--- src/hw/rtl/ordrl_pkg.sv ---
// Shared types and codes for the ordered request rate limiter.
// No dependencies; imported by every module of the block.
package ordrl_pkg;

	// Request type codes of an input word
	typedef enum logic [1:0] {
		REQ_PLAN_ENTRY = 2'd0,
		REQ_PLAN_EMPTY = 2'd1,
		REQ_DELIVERY   = 2'd2,
		REQ_TICK       = 2'd3
	} req_type_t;

	// Event kinds
	localparam logic EV_ISSUE = 1'b0;
	localparam logic EV_ABORT = 1'b1;

	// Configuration register indexes (byte address bits [3:2])
	localparam logic [1:0] REG_IN_FLIGHT_LIMIT  = 2'd0;
	localparam logic [1:0] REG_WINDOW_STARTS    = 2'd1;
	localparam logic [1:0] REG_WINDOW_PERIOD_MS = 2'd2;

	localparam int unsigned APB_ADDR_BITS = 4;
	localparam int unsigned APB_DATA_BITS = 32;

	localparam logic [4:0]  RST_IN_FLIGHT_LIMIT  = 5'd8;
	localparam logic [4:0]  RST_WINDOW_STARTS    = 5'd0;
	localparam logic [15:0] RST_WINDOW_PERIOD_MS = 16'd1000;

	// Control from the sequencer to the event buffer
	typedef struct packed {
		logic push;   // new event word
		logic flush;  // item finished: release held word as last
		logic kind;
		logic ovf;
	} ev_ctl_t;

endpackage

--- src/hw/rtl/ordrl_evbuf.sv ---
// Event buffer: holds one event word back so the last word of an item can be marked.
// Depends on ordrl_pkg (ev_ctl_t).
module ordrl_evbuf
	import ordrl_pkg::*;
#(
	parameter int unsigned KEY_W = 48,
	parameter int unsigned FC_W  = 5,
	parameter int unsigned PC_W  = 7
) (
	input  logic             clk,
	input  logic             arst_n,
	input  ev_ctl_t          ctl,
	input  logic [KEY_W-1:0] key,
	input  logic [FC_W-1:0]  fcnt,
	input  logic [PC_W-1:0]  pcnt,
	output logic             result_valid,
	output logic             event_kind,
	output logic [KEY_W-1:0] event_key,
	output logic             event_last,
	output logic [FC_W-1:0]  in_flight_count,
	output logic [PC_W-1:0]  pending_count,
	output logic             plan_overflow
);

	logic             hold_v_q;
	logic             hold_kind_q;
	logic [KEY_W-1:0] hold_key_q;
	logic [FC_W-1:0]  hold_fcnt_q;
	logic [PC_W-1:0]  hold_pcnt_q;
	logic             hold_ovf_q;
	logic             out_v_q;
	logic             out_last_q;
	logic             out_kind_q;
	logic [KEY_W-1:0] out_key_q;
	logic [FC_W-1:0]  out_fcnt_q;
	logic [PC_W-1:0]  out_pcnt_q;
	logic             out_ovf_q;

	always_ff @(posedge clk or negedge arst_n) begin
		if (!arst_n) begin
			hold_v_q   <= 1'b0;
			out_v_q    <= 1'b0;
			out_last_q <= 1'b0;
		end else begin
			out_v_q <= 1'b0;
			if (ctl.push) begin
				out_v_q    <= hold_v_q;
				out_last_q <= 1'b0;
				hold_v_q   <= 1'b1;
			end else if (ctl.flush) begin
				out_v_q    <= hold_v_q;
				out_last_q <= 1'b1;
				hold_v_q   <= 1'b0;
			end
		end
	end

	always_ff @(posedge clk) begin
		if (ctl.push || ctl.flush) begin
			out_kind_q <= hold_kind_q;
			out_key_q  <= hold_key_q;
			out_fcnt_q <= hold_fcnt_q;
			out_pcnt_q <= hold_pcnt_q;
			out_ovf_q  <= hold_ovf_q;
		end
		if (ctl.push) begin
			hold_kind_q <= ctl.kind;
			hold_key_q  <= key;
			hold_fcnt_q <= fcnt;
			hold_pcnt_q <= pcnt;
			hold_ovf_q  <= ctl.ovf;
		end
	end

	assign result_valid    = out_v_q;
	assign event_kind      = out_kind_q;
	assign event_key       = out_key_q;
	assign event_last      = out_last_q;
	assign in_flight_count = out_fcnt_q;
	assign pending_count   = out_pcnt_q;
	assign plan_overflow   = out_ovf_q;

endmodule

--- config.mk ---
export PLATFORM = sky130hd
export DESIGN_NAME = ordrl_evbuf
export DESIGN_NICKNAME = d
export VERILOG_FILES = /design/src/hw/rtl/ordrl_pkg.sv /design/src/hw/rtl/ordrl_evbuf.sv
export SDC_FILE = /design/constraint.sdc
export NUM_CORES = 1
export LEC_CHECK = 0
export ABC_AREA = 1
export BUFFER_PORTS_ARGS = -buffer_cell sky130_fd_sc_hd__buf_2
export CORE_MARGIN = 4
export CORE_UTILIZATION = 47
export CTS_CLUSTER_DIAMETER = 50
export CTS_CLUSTER_SIZE = 28
export DETAILED_ROUTE_END_ITERATION = 8
export GPL_TIMING_DRIVEN = 0
export PLACE_DENSITY_LB_ADDON = 0.12
export RECOVER_POWER = 100
export SETUP_SLACK_MARGIN = 0.3
export SYNTH_ARGS = -nofsm -noshare
export SYNTH_HDL_FRONTEND = slang
export SYNTH_SLANG_ARGS = --single-unit
--- constraint.sdc ---
create_clock -name clk -period 1.3 [get_ports clk]
set_input_delay 0.26 -clock clk [delete_from_list [all_inputs] [get_ports clk]]
set_output_delay 0.26 -clock clk [all_outputs]
set_load 0.01 [all_outputs]
; Word level (Yosys, flattened, before mapping)
; Index checks and enable logic that the tools add are counted.
[totals]
reg_bits = 127
inputBits = 66
[op_classes]
n_mux = 6
reduce_logical = 2
[ops]
columns = op, count
row1 = 1-bit two-way mux, 6
row2 = 2-bit nonzero test, 1
row3 = 1-bit logical OR, 1

; Logic depth before layout (Yosys ltp)
[logic_depth]
word_depth = 2
depth_mapped = 3
ltp_nobuf = 3

; Worst setup path after synthesis
; No wires, ideal clock.
[synth_timing]
kind = in2reg
from = input port ctl[2] (netlist bit)
to = register out_key_q[0], in the netlist event_key[0], enable pin
t_arrival_ns = 1.505
slack_ns = -0.621
path_stages = 2
path_cell_list = nor2_1 inv_1
[synth_between]
elab_chain_cells = 1
[synth_lines]
columns = item, line_no
row1 = from (decl), ordrl_evbuf.sv:12  ; input ev_ctl_t ctl,
row2 = 1-bit logical OR, ordrl_evbuf.sv:59  ; if (ctl.push || ctl.flush) begin
row3 = to (signal assigned), ordrl_evbuf.sv:61  ; out_key_q <= hold_key_q;
row4 = to (decl), ordrl_evbuf.sv:34  ; logic [KEY_W-1:0] out_key_q;
; No other way between the ends.
; A chain may end at the register's enable or synchronous reset.

; Worst setup path after layout
[layout_timing]
from = register out_key_q[23], in the netlist event_key[23]
to = output port event_key[23]
[layout_lines]
columns = item, line_no
row1 = to (decl), ordrl_evbuf.sv:18  ; output logic [KEY_W-1:0] event_key,
; No word-level cell between the ends.

==> flow_summary.json <==
{
  "status": "complete, no violations",
  "crit_type": "reg -> out",
  "die_y_um": 98.35,
  "pwr-share-seq_pct": 49.2,
  "synth_cell_types": 5,
  "power.density_nw_per_um2": 1697,
  "cap_viol_max_count": 0,
  "core_area_um2": 7848,
  "drc_errors": 0,
  "cts_buffers": 17,
  "final-setup-viol-count": 0,
  "io_pins": 130,
  "wl_per_cell_um": 15.40,
  "cp-end-kind": "primary output",
  "switching_power_mw": 1.987,
  "fin_cells": 475,
  "clock_path_buffers": 2,
  "clock_skew_ns": 0.006433,
  "hp-start": "ctl[2]",
  "critPathLaunchType": "flip-flop",
  "rows": 32,
  "tightest_slew_ns": 0.8863,
  "clk_latency_ns": 0.49,
  "drive_above_1_share_pct": 44.50,
  "synth_area_um2": 3836,
  "start_util_pct": 48.88,
  "dieWidth_um": 98.35,
  "grt_pass1_vias": 2225,
  "fin_ws_ns": 0.01634,
  "final_cell_mix": "124 x edfxtp_1, 111 x buf_2, 63 x dlygate4sd3_1",
  "min_path_type": "in -> reg",
  "placed_cell_area_um2": 4621,
  "final_area_um2": 6001,
  "grt_pass1_wl_um": 11230,
  "clock-root-buffer": "clkbuf_8",
  "dieArea_um2": 9672,
  "fin_crit_ns": 1.284,
  "critical_path_required_ns": 1.04,
  "grt_max_degree": 66,
  "clock-sinks": 127,
  "gr-usage-all-layers_pct": 15.84,
  "hold_ws_ns": 0.06058,
  "path_cells": "buf_6",
  "p_clk_share_pct": 43.8,
  "via_count": 2065,
  "crit_buf_inv": 1,
  "overflow": 0,
  "ys_seq_elements": 127,
  "worstPathMaxFanout": 1,
  "rsz0062_at_grt": "true",
  "avgSynthCellArea_um2": 28.00,
  "cp_top_family": "flip-flops",
  "ctsHtreeMaxLevel": 4,
  "layout.nets": 426,
  "drt-initial-drc-count": 59,
  "clk_pin_slew_ns": 0.05,
  "layout_commonest_cell": "edfxtp_1",
  "cpMaxStageDelayCell": "edfxtp_1",
  "synth_fp_nets": 203,
  "portBuffers": 129,
  "finalCritPeriodShare_pct": 98.74,
  "firstDrtPassIters": 4,
  "preCtsSetupSlack_ns": -1.654,
  "p_leak_nw": 2.419,
  "area_growth_pct": 56.43,
  "critPathLaunch": "event_key[23]$_DFFE_PP_",
  "switching_share_pct": 19.52,
  "cp.arrival_ns": 1.02,
  "drt-vias-per-instance": 4.347,
  "place_congestion": 0.7161,
  "p_int_mw": 8.193,
  "grt_antenna_before_repair": 0,
  "drv_slew": 0,
  "yosysWarningCount": 0,
  "cts_tree": "done",
  "fmax_ghz": 0.7790,
  "max-vdd-ir-drop_uv": 1199,
  "max_stage_delay_ns": 0.39,
  "wl_um": 7314,
  "register_area_um2": 3799,
  "synthCells": 137,
  "hold_viol_final": 0,
  "yosysSeqAreaShare_pct": 99.02,
  "multi_input_comb_area_um2": 30.03,
  "dpl.cell_count": 368,
  "slew-limit-headroom_pct": 40.91,
  "ant_nets": 0,
  "p_comb_share_pct": 7.1,
  "diodes": 0,
  "r2r-start": "event_last$_DFFE_PN0P_",
  "fillCellCount": 476
}
==> cell usage after synthesis (all sizes together) <==
library cell | instances | area share (%)
dfrtp | 3 | 2.0
edfxtp | 124 | 97
inv | 4 | 0.39
nand2 | 2 | 0.20
nor2 | 4 | 0.39
==> final timing paths <==
check | endpoint | slack, ns | cells past startpoint
worst min-delay path | event_last$_DFFE_PN0P_ | 0.06 | 3
max in group asynchronous | hold_v_q$_DFFE_PN0P_ | 1.00 | 2
worst max register to register | event_last$_DFFE_PN0P_ | 0.50 | 3
min in group asynchronous | result_valid$_DFF_PN0_ | 0.13 | 2
worst min register to register | pending_count[3]$_DFFE_PP_ | 0.41 | 0
worst max-delay path | event_key[23] | 0.02 | 1
==> power groups by stage <==
stage | Clock (mW) | Combinational, mW | Sequential (mW)
after floorplan | 0 | 0.0360 | 5.18
after global placement | 0 | 0.495 | 5.06
after detailed placement | 0 | 0.498 | 5.08
after CTS | 4.54 | 0.709 | 5.00
after global routing | 4.76 | 0.773 | 5.04
final | 4.46 | 0.720 | 5.00
==> routing by layer <==
layer	up-vias	track usage (%)	share of wire (%)
li1	995	-	-
met1	965	17.36	38
met2	97	26.37	52
met3	8	8.071	8.8
met4	0	5.987	1.3
met5	-	0	0
==> through the flow <==
stage | setup TNS (ns) | power, mW | util, %
2_1_floorplan | -22.23 | 5.217 | -
4_1_cts | -0.03717 | 10.25 | 76.08
6_report | 0 | 10.18 | 76.47
5_1_grt | -2.860 | 10.57 | 76.47
3_5_place_dp | -133.70 | 5.581 | 58.88
3_3_place_gp | -127.55 | 5.555 | 58.88
==> sequential cells by signal, summed over array words and instances, names as in the netlist, 5 cells and up <==
name,flops
event_key,48
pending_count,7
hold_key_q,48
hold_fcnt_q,5
in_flight_count,5
hold_pcnt_q,7
==> logic make-up after synthesis <==
kind of cell / share of synthesized area (%)
simple gates: 0.5870
buf+inv: 0.3913
flops: 99.02
==> timing repair <==
item	4_1_cts	5_1_grt
pin swaps	0	1
setup buffers	7	2
resized for setup	12	4
hold buffers	63	0
endpoints found under the hold margin	65	0
endpoints found under the setup margin	191	126
gates cloned	3	0
==> layout make-up <==
class / count / share of cell area [%]
clock buffer: 20 / 7.089
clock inverter: 12 / 2.398
inverter: 4 / 0.3128
multi-input combinational: 6 / 0.5004
sequential: 127 / 63.30
tap: 102 / 2.127
timing repair buffer: 201 / 23.89
timing repair inverter: 3 / 0.3753
Power figures use the tool's default switching activity.
